File: config.mk
export PLATFORM = sky130hd
export DESIGN_NAME = fifo_queue_with_remove_by_value_core
export DESIGN_NICKNAME = d
export VERILOG_FILES = /design/src/hw/rtl/fqrbv_pkg.sv /design/src/hw/rtl/fifo_queue_with_remove_by_value_core.sv /design/src/hw/rtl/fqrbv_cell.sv /design/src/hw/rtl/fqrbv_ctrl.sv
export SDC_FILE = /design/constraint.sdc
export NUM_CORES = 1
export LEC_CHECK = 0
export BUFFER_PORTS_ARGS = -buffer_cell sky130_fd_sc_hd__buf_2
export CORE_UTILIZATION = 40
export CTS_BUF_LIST = sky130_fd_sc_hd__clkbuf_4 sky130_fd_sc_hd__clkbuf_8
export DETAILED_ROUTE_END_ITERATION = 6
export MAX_ROUTING_LAYER = met4
export PLACE_DENSITY = 0.56
export RECOVER_POWER = 25
export SYNTH_ARGS = -nofsm -noshare
export SYNTH_HDL_FRONTEND = slang
export SYNTH_SLANG_ARGS = --single-unit
File: constraint.sdc
create_clock -name i_clk -period 15.5 [get_ports i_clk]
set_clock_uncertainty 0.2 [all_clocks]
set_input_delay 3.1 -clock i_clk [delete_from_list [all_inputs] [get_ports i_clk]]
set_output_delay 3.1 -clock i_clk [all_outputs]
set_load 0.01 [all_outputs]
File: src/hw/rtl/fqrbv_pkg.sv
// shared types and constants of the fifo queue with remove by value
package fqrbv_pkg;

    localparam int WORD_W = 32;
    localparam int OP_W   = 2;

    // operation codes
    localparam logic [OP_W-1:0] OP_PUSH   = 2'd0;
    localparam logic [OP_W-1:0] OP_POP    = 2'd1;
    localparam logic [OP_W-1:0] OP_REMOVE = 2'd2;

    typedef enum logic [0:0] {
        ST_IDLE,
        ST_REMOVE
    } t_state;

    // per-cycle command to the row of cells
    typedef struct packed {
        logic shift;  // every cell below the top takes its upper neighbour
        logic load;   // the addressed cell takes the write word
    } t_cell_ctl;

endpackage

File: src/hw/rtl/fifo_queue_with_remove_by_value_core.sv
// top level: fifo queue of words with remove by value, built as a shifting row of cells
// push, pop, unknown codes: result registered in the cycle after the beat is accepted
// remove: the row shifts one entry per cycle past the head comparator
// one operation in flight at a time; a new beat is taken as the previous result leaves
// reset (synchronous, active low) empties the queue; cell contents are not cleared
module fifo_queue_with_remove_by_value_core #(
    parameter int QUEUE_DEPTH = 16,
    localparam int CW      = $clog2(QUEUE_DEPTH + 1),
    localparam int IW      = $clog2(QUEUE_DEPTH),
    localparam int PACK_W  = 1 + fqrbv_pkg::WORD_W + 1 + CW + 2,
    localparam int OUT_W   = ((PACK_W + 7) / 8) * 8
) (
    input  logic                             i_clk,
    input  logic                             i_rst_n,
    // input channel
    input  logic                             i_s_tvalid,
    output logic                             o_s_tready,
    input  logic [fqrbv_pkg::WORD_W-1:0]     i_s_tdata,  // data_in
    input  logic [fqrbv_pkg::OP_W-1:0]       i_s_tuser,  // operation
    // result channel
    output logic                             o_m_tvalid,
    input  logic                             i_m_tready,
    output logic [OUT_W-1:0]                 o_m_tdata   // success, data_out, hit, count,
                                                          // empty_res, full_res, zero pad
);

    // cell row: index 0 holds the oldest entry
    logic [fqrbv_pkg::WORD_W-1:0] w_cell [QUEUE_DEPTH];
    fqrbv_pkg::t_cell_ctl         w_ctl;
    logic [IW-1:0]                w_target;
    logic [fqrbv_pkg::WORD_W-1:0] w_cell_word;

    // result fields
    logic                         w_success;
    logic [fqrbv_pkg::WORD_W-1:0] w_data;
    logic                         w_hit;
    logic [CW-1:0]                w_count;
    logic                         w_empty;
    logic                         w_full;

    fqrbv_ctrl #(
        .QUEUE_DEPTH (QUEUE_DEPTH),
        .CW          (CW),
        .IW          (IW)
    ) u_ctrl (
        .i_clk       (i_clk),
        .i_rst_n     (i_rst_n),
        .i_valid     (i_s_tvalid),
        .o_ready     (o_s_tready),
        .i_op        (i_s_tuser),
        .i_word      (i_s_tdata),
        .i_head      (w_cell[0]),
        .o_ctl       (w_ctl),
        .o_target    (w_target),
        .o_cell_word (w_cell_word),
        .o_out_valid (o_m_tvalid),
        .i_out_ready (i_m_tready),
        .o_success   (w_success),
        .o_data      (w_data),
        .o_hit       (w_hit),
        .o_count     (w_count),
        .o_empty     (w_empty),
        .o_full      (w_full)
    );

    // each cell takes its upper neighbour on a shift; the top cell keeps its own word
    for (genvar g = 0; g < QUEUE_DEPTH; g++) begin : g_cell
        logic [fqrbv_pkg::WORD_W-1:0] w_next;
        if (g == QUEUE_DEPTH - 1) begin : g_top
            assign w_next = w_cell[g];
        end else begin : g_mid
            assign w_next = w_cell[g + 1];
        end

        fqrbv_cell #(
            .IDX (g),
            .IW  (IW)
        ) u_cell (
            .i_clk    (i_clk),
            .i_ctl    (w_ctl),
            .i_target (w_target),
            .i_word   (w_cell_word),
            .i_next   (w_next),
            .o_data   (w_cell[g])
        );
    end

    // result beat packing: success in the lowest bit, zero pad at the top
    assign o_m_tdata = {{(OUT_W - PACK_W){1'b0}},
                        w_full, w_empty, w_count, w_hit, w_data, w_success};

endmodule

File: src/hw/rtl/fqrbv_cell.sv
// one storage cell of the queue row
module fqrbv_cell #(
    parameter int IDX = 0,
    parameter int IW  = 4
) (
    input  logic                            i_clk,
    input  fqrbv_pkg::t_cell_ctl            i_ctl,
    input  logic [IW-1:0]                   i_target,
    input  logic [fqrbv_pkg::WORD_W-1:0]    i_word,
    input  logic [fqrbv_pkg::WORD_W-1:0]    i_next,
    output logic [fqrbv_pkg::WORD_W-1:0]    o_data
);

    logic [fqrbv_pkg::WORD_W-1:0] r_data;
    logic [fqrbv_pkg::WORD_W-1:0] n_data;
    logic                         w_sel;

    assign w_sel = i_ctl.load && (i_target == IW'(IDX));

    always_comb begin
        if (w_sel) begin
            n_data = i_word;
        end else if (i_ctl.shift) begin
            n_data = i_next;
        end else begin
            n_data = r_data;
        end
    end

    always_ff @(posedge i_clk) begin
        r_data <= n_data;
    end

    assign o_data = r_data;

endmodule

File: src/hw/rtl/fqrbv_ctrl.sv
// queue control: occupancy, remove sequencer and registered result
module fqrbv_ctrl #(
    parameter int QUEUE_DEPTH = 16,
    parameter int CW          = 5,
    parameter int IW          = 4
) (
    input  logic                            i_clk,
    input  logic                            i_rst_n,
    input  logic                            i_valid,
    output logic                            o_ready,
    input  logic [fqrbv_pkg::OP_W-1:0]      i_op,
    input  logic [fqrbv_pkg::WORD_W-1:0]    i_word,
    input  logic [fqrbv_pkg::WORD_W-1:0]    i_head,
    output fqrbv_pkg::t_cell_ctl            o_ctl,
    output logic [IW-1:0]                   o_target,
    output logic [fqrbv_pkg::WORD_W-1:0]    o_cell_word,
    output logic                            o_out_valid,
    input  logic                            i_out_ready,
    output logic                            o_success,
    output logic [fqrbv_pkg::WORD_W-1:0]    o_data,
    output logic                            o_hit,
    output logic [CW-1:0]                   o_count,
    output logic                            o_empty,
    output logic                            o_full
);

    fqrbv_pkg::t_state r_state, n_state;
    logic [CW-1:0]                r_count, n_count;
    logic [CW-1:0]                r_left, n_left;
    logic                         r_hit, n_hit;
    logic [fqrbv_pkg::WORD_W-1:0] r_value, n_value;
    logic                         r_out_valid, n_out_valid;
    logic                         r_out_success, n_out_success;
    logic [fqrbv_pkg::WORD_W-1:0] r_out_data, n_out_data;
    logic                         r_out_hit, n_out_hit;
    logic [CW-1:0]                r_out_count;
    logic                         r_out_empty, r_out_full;

    logic          w_accept;
    logic          w_keep;
    logic          w_last;
    logic          w_load_out;
    logic [CW-1:0] w_count_dec;

    assign o_ready     = (r_state == fqrbv_pkg::ST_IDLE) && (!r_out_valid || i_out_ready);
    assign w_accept    = i_valid && o_ready;
    assign w_keep      = (i_head != r_value);
    assign w_last      = (r_left == CW'(1));
    assign w_count_dec = r_count - CW'(1);

    // next state
    always_comb begin
        n_state = r_state;
        case (r_state)
            fqrbv_pkg::ST_IDLE: begin
                if (w_accept && i_op == fqrbv_pkg::OP_REMOVE && r_count != '0) begin
                    n_state = fqrbv_pkg::ST_REMOVE;
                end
            end
            fqrbv_pkg::ST_REMOVE: begin
                if (w_last) begin
                    n_state = fqrbv_pkg::ST_IDLE;
                end
            end
            default: n_state = fqrbv_pkg::ST_IDLE;
        endcase
    end

    // cell row commands
    always_comb begin
        o_ctl       = '0;
        o_target    = r_count[IW-1:0];
        o_cell_word = i_word;
        case (r_state)
            fqrbv_pkg::ST_IDLE: begin
                if (w_accept) begin
                    case (i_op)
                        fqrbv_pkg::OP_PUSH: begin
                            o_ctl.load = (r_count < CW'(QUEUE_DEPTH));
                        end
                        fqrbv_pkg::OP_POP: begin
                            o_ctl.shift = (r_count != '0);
                        end
                        default: ;
                    endcase
                end
            end
            fqrbv_pkg::ST_REMOVE: begin
                // head leaves the row; a survivor goes back in at the new tail
                o_ctl.shift = 1'b1;
                o_ctl.load  = w_keep;
                o_target    = w_count_dec[IW-1:0];
                o_cell_word = i_head;
            end
            default: ;
        endcase
    end

    // occupancy, sequencer and result registers
    always_comb begin
        n_count       = r_count;
        n_left        = r_left;
        n_hit         = r_hit;
        n_value       = r_value;
        w_load_out    = 1'b0;
        n_out_success = 1'b0;
        n_out_data    = '0;
        n_out_hit     = 1'b0;
        case (r_state)
            fqrbv_pkg::ST_IDLE: begin
                if (w_accept) begin
                    w_load_out = 1'b1;
                    case (i_op)
                        fqrbv_pkg::OP_PUSH: begin
                            if (r_count < CW'(QUEUE_DEPTH)) begin
                                n_count       = r_count + CW'(1);
                                n_out_success = 1'b1;
                            end
                        end
                        fqrbv_pkg::OP_POP: begin
                            if (r_count != '0) begin
                                n_count       = w_count_dec;
                                n_out_success = 1'b1;
                                n_out_data    = i_head;
                            end
                        end
                        fqrbv_pkg::OP_REMOVE: begin
                            if (r_count != '0) begin
                                w_load_out = 1'b0;
                                n_left     = r_count;
                                n_hit      = 1'b0;
                                n_value    = i_word;
                            end
                        end
                        default: ;
                    endcase
                end
            end
            fqrbv_pkg::ST_REMOVE: begin
                n_left = r_left - CW'(1);
                if (!w_keep) begin
                    n_count = w_count_dec;
                    n_hit   = 1'b1;
                end
                if (w_last) begin
                    w_load_out = 1'b1;
                    n_out_hit  = r_hit || !w_keep;
                end
            end
            default: ;
        endcase
    end

    always_comb begin
        if (w_load_out) begin
            n_out_valid = 1'b1;
        end else if (i_out_ready) begin
            n_out_valid = 1'b0;
        end else begin
            n_out_valid = r_out_valid;
        end
    end

    always_ff @(posedge i_clk) begin
        if (!i_rst_n) begin
            r_state     <= fqrbv_pkg::ST_IDLE;
            r_count     <= '0;
            r_left      <= '0;
            r_hit       <= 1'b0;
            r_out_valid <= 1'b0;
        end else begin
            r_state     <= n_state;
            r_count     <= n_count;
            r_left      <= n_left;
            r_hit       <= n_hit;
            r_out_valid <= n_out_valid;
        end
    end

    always_ff @(posedge i_clk) begin
        r_value <= n_value;
        if (w_load_out) begin
            r_out_success <= n_out_success;
            r_out_data    <= n_out_data;
            r_out_hit     <= n_out_hit;
            r_out_count   <= n_count;
            r_out_empty   <= (n_count == '0);
            r_out_full    <= (n_count == CW'(QUEUE_DEPTH));
        end
    end

    assign o_out_valid = r_out_valid;
    assign o_success   = r_out_success;
    assign o_data      = r_out_data;
    assign o_hit       = r_out_hit;
    assign o_count     = r_out_count;
    assign o_empty     = r_out_empty;
    assign o_full      = r_out_full;

`ifndef SYNTH
    a_count_bound: assert property (@(posedge i_clk) disable iff (!i_rst_n)
        r_count <= CW'(QUEUE_DEPTH))
        else $error("occupancy above queue depth");

    a_remove_no_result: assert property (@(posedge i_clk) disable iff (!i_rst_n)
        r_state == fqrbv_pkg::ST_REMOVE |-> !r_out_valid)
        else $error("result pending while remove is running");

    a_remove_left: assert property (@(posedge i_clk) disable iff (!i_rst_n)
        r_state == fqrbv_pkg::ST_REMOVE |-> (r_left != '0 && r_left <= r_count))
        else $error("remove visit count out of range");

    a_empty_flag: assert property (@(posedge i_clk) disable iff (!i_rst_n)
        r_out_valid |-> (r_out_empty == (r_out_count == '0)))
        else $error("empty flag disagrees with count");
`endif

endmodule
== Word-level counts from Yosys, hierarchy flattened ==
Index checks and enable logic that the tools add are counted.

* Logic and storage cells: 174
* Register bits: 598
* Output and inout bits: 50
* Input bits: 38

* Bitwise operators: 4
* Reductions and logical operators: 50
* Mux-type cells: 64
* $lt $le $gt $ge: 1
* Eq/ne operators: 24
* Add/subtract/negate cells: 3

{| class="wikitable"
|+ Operator list
! cell !! number
|-
| $mux W32 || 31
|-
| $mux W5 || 7
|-
| $eq A4 B4 Y1 const B || 8
|-
| $ne A32 B32 Y1 || 1
|-
| $reduce_bool A2 Y1 || 16
|-
| $pmux W5 S2 || 3
|-
| $logic_and A1 B1 Y1 || 20
|-
| $eq A4 B3 Y1 const B || 4
|-
| $mux W1 || 16
|-
| $sub A5 B1 Y5 const B || 2
|-
| $eq A4 B2 Y1 const B || 2
|-
| $pmux W1 S2 || 4
|-
| $reduce_and A4 Y1 || 2
|-
| $ne A2 B2 Y1 const B || 3
|-
| $add A5 B1 Y5 const B || 1
|-
| $eq A5 B1 Y1 const B || 1
|-
| $eq A5 B5 Y1 const B || 1
|-
| $logic_not A5 Y1 || 1
|-
| $lt A5 B5 Y1 const B || 1
|-
| $reduce_bool A5 Y1 || 1
|-
| $eq A4 B1 Y1 const B || 1
|-
| $logic_not A4 Y1 || 1
|-
| $mux W4 || 1
|-
| $not A1 Y1 || 4
|-
| other kinds (12) || 14
|}

== Longest topological paths before layout ==
* Word-level depth: 8
* Gate-level depth with buffers: 12
* Gate-level depth less buffers: 9

== Cells and area by module ==
From an unflattened synthesis, not the netlist that was laid out.

* Cells, all modules: 1489
* Area total of the unflattened synthesis: 28484.8 um^2

{| class="wikitable"
|+ By module, submodules not included
! module !! times used !! seq. area each (um^2) !! area each (um^2) !! cells each
|-
| fqrbv_cell (g_cell[10].u_cell ...) || 5 || 960.9 || 1493.9 || 70
|-
| fqrbv_cell (g_cell[11].u_cell ...) || 4 || 960.9 || 1505.2 || 70
|-
| fqrbv_cell (g_cell[1].u_cell ...) || 4 || 960.9 || 1491.4 || 70
|-
| fqrbv_ctrl || 1 || 2452.4 || 4458.0 || 357
|-
| fqrbv_cell (g_cell[12].u_cell ...) || 2 || 960.9 || 1497.7 || 70
|-
| fqrbv_cell (g_cell[0].u_cell) || 1 || 960.9 || 1488.9 || 70
|-
| fifo_queue_with_remove_by_value_core || 1 || 0.0 || 86.3 || 12
|}

== Worst setup path before layout ==
No wires, ideal clock.

* Kind: input to register
* From: input i_s_tuser[0] in the netlist's numbering
* To: register u_ctrl.r_out_count[0] (netlist: u_ctrl.o_count[0]), enable pin
* Data required time: 14.801 ns
* Path slack: 8.353 ns
* Stages: 3
* Library setup time: 0.499 ns
* Path buffers: 1
* Arrival time: 6.448 ns
* Path through: clkbuf_1 -> nor3b_1 -> o21ai_0

* Word-level cells in the longest chain between the ends: 4

{| class="wikitable"
|+ RTL lines
! what !! line !! RTL
|-
| start: declaration || fifo_queue_with_remove_by_value_core.sv:19 || <nowiki>input logic [fqrbv_pkg::OP_W-1:0] i_s_tuser,</nowiki>
|-
| $eq A2 B2 Y1 || fqrbv_ctrl.sv:113 || <nowiki>case (i_op)</nowiki>
|-
| $mux W1 || fqrbv_ctrl.sv:113 ||
|-
| $mux W1 || fqrbv_ctrl.sv:111 || <nowiki>if (w_accept) begin</nowiki>
|-
| $pmux W1 S2 || fqrbv_ctrl.sv:109 || <nowiki>case (r_state)</nowiki>
|-
| end signal: assignment || fqrbv_ctrl.sv:186 || <nowiki>r_out_count <= n_count;</nowiki>
|-
| end: declaration || fqrbv_ctrl.sv:36 || <nowiki>logic [CW-1:0] r_out_count;</nowiki>
|}

No other way between the ends.
A chain may end at the register's enable or synchronous reset.

== Worst setup path in the final report ==
* From: input i_s_tuser[1] in the netlist's numbering
* To: register g_cell[5].u_cell.r_data (netlist bit g_cell[5].u_cell.o_data[6]), enable pin

* Word-level cells in the longest chain between the ends: 6
* Elaborated cells between the ends (all ways): 8
* Those cells by class: 1 x eq/ne; 4 x mux; 3 x reduce/logical

{| class="wikitable"
|+ RTL lines
! what !! line !! RTL
|-
| $logic_not A2 Y1 || fqrbv_ctrl.sv:77 || <nowiki>case (i_op)</nowiki>
|-
| $mux W1 || fqrbv_ctrl.sv:77 ||
|-
| $mux W2 (*) || fqrbv_ctrl.sv:76 || <nowiki>if (w_accept) begin</nowiki>
|-
| $pmux W2 S2 (*) || fqrbv_ctrl.sv:74 || <nowiki>case (r_state)</nowiki>
|-
| $logic_and A1 B1 Y1 || fqrbv_cell.sv:18 || <nowiki>assign w_sel = i_ctl.load && (i_target == IW'(IDX));</nowiki>
|-
| $reduce_bool A2 Y1 (no source line) (*) || n/a ||
|-
| end signal: assignment || fqrbv_cell.sv:31 || <nowiki>r_data <= n_data;</nowiki>
|-
| end: declaration || fqrbv_cell.sv:14 || <nowiki>logic [fqrbv_pkg::WORD_W-1:0] r_data;</nowiki>
|}

Every way passes the cells marked *; elsewhere a longest branch is shown, timed or not.

==> results.md <==
- Worst slew pin tran: 2350 ps
- Post-CTS Setup Inserts: 0
- Starting Density: 0.404
- TritonCTS clock tree: yes
- Netlist Area Pre-Place: 25900 um^2
- First-pass GRT wire length: 78700 um
- Initial drt markers: 806
- Share of post-route cells with drive strength above 1: 0.402
- H-tree Lvls: 3
- WL met3: 1980 um
- CP max stage delay: 1310 ps
- Area contributors post-synth: edfxtp_1, mux2_2, xor2_1
- Max Cap Viol: 8
- Compound-cell area share of the yosys netlist: 0.0153
- CTS buffer count: 99
- HP Class: reg -> reg
- Count leader, synth: edfxtp_1
- Failing checks: DRC, capacitance limit, slew limit
- Largest family of logic cells by synthesized area: multiplexers
- Initial antenna violation count: 1
- Row count: 93
- Met2 wire length: 23400 um
- GP Congestion: 0.862
- Crit-path leading delay family: buffers and inverters
- Mux contribution to synthesized area: 0.223
- Clock sink count: 598
- Ys flop type: edfxtp_1
- Number of synthesized flops with an enable pin: 585
- Sequential share of the synthesized area: 0.687
- Pin count of the biggest net entering global routing: 60
- DRC Markers: 2
- Die area: 65900 um^2
- # placed instances: 2339
- Total grt overflow: 0
- Crit Path Max Fanout: 39
- Detailed-route wire length: 49200 um
- Synth Warn #: 0
- Fmax: 124 MHz
- Maximum clock path buffer count: 3
- Asr flop ratio synth: 0
- # fillers: 5650
- Top routing layer used: met4
- Relative slew slack: -0.569
- Cells on worst reg2reg path: 9
- Post-DP HPWL: 31100 um
- Multi-input gate area in the final layout: 7470 um^2
- Met1 WL: 22300 um
- Biggest area consumer among synthesized cells: edfxtp_1
- IO buf count: 80
- Power per Cell Area: 120 nW/um^2
- Unrepaired setup endpoints after global routing: no
- Cell chosen for the clock root: clkbuf_8
- Remaining antenna violation count: 0
- Post-synthesis adder-cell area fraction: 0.00241
- Chip height: 257 um
- Vias in the first global route: 13593
- #FFs+latches synth: 598
- Total GRT Usage: 0.157
- Leak: 0.00957 uW
- Setup slack, reg-to-reg: 9260 ps
- Worst Hold End: u_ctrl.r_hit$_SDFFE_PN0P_
- Core ar.: 64200 um^2
- Worst VDD drop: 0.0490 mV
- CP Buf/Inv Count: 4
- DR vias: 12724
- Start of the worst register-to-register path: u_ctrl.r_state$_SDFF_PN0_
- Skew-Pair Late Insertion Delay: 680 ps
- Distinct cells, synth: 60
- Final #Nets: 1628
- Critical path cell sequence: clkbuf_1 > nor4b_1 > clkbuf_1 > nand2_1 > o32ai_1 > nand2_1 > clkbuf_1 > nand2_1 > buf_4
- Yosys top cell area share: 0.677
- Element type at the critical path end: register
- WL/cell: 19.6 um
- Max-slew violation count: 285
- CP Launch Point: i_s_tuser[1]
- CP arrival: 8200 ps
- Post-CTS Resized: 0
- R2R Path End: g_cell[5].u_cell.o_data[6]$_DFFE_PP_
- Setup Viol. Count Final: 0
- Setup TNS: 0 ps
- Reg area: 17800 um^2
- Synthesized area per cell: 17.5 um^2
- Hold Crit Depth: 2
- Final Non-Filler Cells: 2510
- Final period utilization: 0.520
- Die W: 257 um
- DR pass1 iterations: 6
- Vias/cell: 5.07
- Hold_sp: u_ctrl.r_hit$_SDFFE_PN0P_
- Top Ports: 88
- Critical Path RT: 15650 ps
- Post-Synth Simple-Gate Area: 0.0321
- Tmin final: 8060 ps
- Clock transition at path regs: 60 ps
- Area delta synth->final: 10.9%
- Startpoint types: primary input
- Post-Synthesis Cells: 1485
- CTS hold repair buffers: 0
- Top cells by count, synth: edfxtp_1, mux2_2, clkbuf_1
- Post-Synth XOR/XNOR Area: 0.0128
- Outcome: finished with violations
- Critical setup path kind: in -> reg
- CP max stage cell: clkbuf_1
- Final Hold Viols: 0
layer usage:
layer / up-vias / global-route usage
met5: - / -
met4: 0 / 0.0675
met3: 79 / 0.0269
met2: 254 / 0.249
met1: 6432 / 0.198
li1: 5959 / -
worst max-delay path by stage:
| stage | end | slack [ps] | cells past startpoint |
|---|---|---|---|
| global route | g_cell[5].u_cell.o_data[6]$_DFFE_PP_ | 7150 | 9 |
| CTS | o_s_tready | 8380 | 4 |
| floorplan | u_ctrl.o_count[0]$_DFFE_PP_ | 8350 | 3 |
| finish | g_cell[5].u_cell.o_data[6]$_DFFE_PP_ | 7440 | 9 |
| global placement | o_s_tready | 8390 | 4 |
| detailed placement | o_s_tready | 8390 | 4 |
per-stage QoR:
step	hold slack, ps	total power [uW]	utilization	worst slack (ps)	area [um^2]
floorplan	252	2110	-	8350	26000
global placement	268	2190	0.422	8390	27100
detailed placement	290	2200	0.422	8390	27100
CTS	303	3520	0.451	8380	29000
global route	336	3600	0.448	7150	28800
finish	309	3450	0.448	7440	28800
flip-flops by register name (all words and copies together) (netlist names):
signal	flops
u_ctrl.o_success	1
u_ctrl.r_count	5
u_ctrl.o_full	1
u_ctrl.r_left	5
u_ctrl.o_data	32
u_ctrl.r_hit	1
u_ctrl.o_count	5
g_cell.u_cell.o_data	512
u_ctrl.o_out_valid	1
u_ctrl.r_value	32
u_ctrl.r_state	1
u_ctrl.o_hit	1
u_ctrl.o_empty	1
power breakdown:
| group | switching (uW) | leakage (uW) | internal, uW | total [uW] |
|---|---|---|---|---|
| clock network | 604 | 0.000960 | 697 | 1300 |
| registers | 26.0 | 0.00545 | 1880 | 1910 |
| logic | 160 | 0.00315 | 83.0 | 243 |
| total | 789 | 0.00957 | 2660 | 3450 |
cell usage in the layout (no fill, tap or decap), types with 4 or more instances in the layout:
cell type   instances
mux2_2            460
mux2_1             52
nand2b_1            4
clkbuf_4           34
ha_1                5
and3_1             33
buf_4              23
dfxtp_1            12
inv_1               9
nand2_1            39
clkinv_2            5
buf_2              11
nor2_1             14
nor4_1              9
o211a_1             5
clkinv_1           21
xnor2_1             4
edfxtp_1          585
and2_0              5
nor2b_4             4
nand3_1             7
nand2_2             4
nor3_1              7
clkbuf_8          104
xor2_1             34
clkbuf_1           77
o21ai_0            12
clkinvlp_4          6
a31oi_1             5
conb_1              7
cell families after synthesis:
family                   count (synthesis)
XOR/XNOR                                38
AO/OA/AOI/OAI                           51
adder cells (fa/ha/maj)                  5
buffers and inverters                  128
flip-flops                             598
multiplexers                           515
AND/OR/NAND/NOR                        149
other                                    1
final cells by class:
class	count	area share
flip-flops and latches	598	0.620
multi-input cells	765	0.260
clock buffers	138	0.0586
well taps	855	0.0372
repair buffers	111	0.0180
clock inverters	32	0.00535
inverters	10	0.00130
diodes	1	0.0000870
tightest hold or removal path, stage by stage, from the launching register on:
cell and delay, ps:
dfxtp_1 330, a31oi_1 50, nor2_1 100
Note: power is estimated with default switching activity, not from simulation.
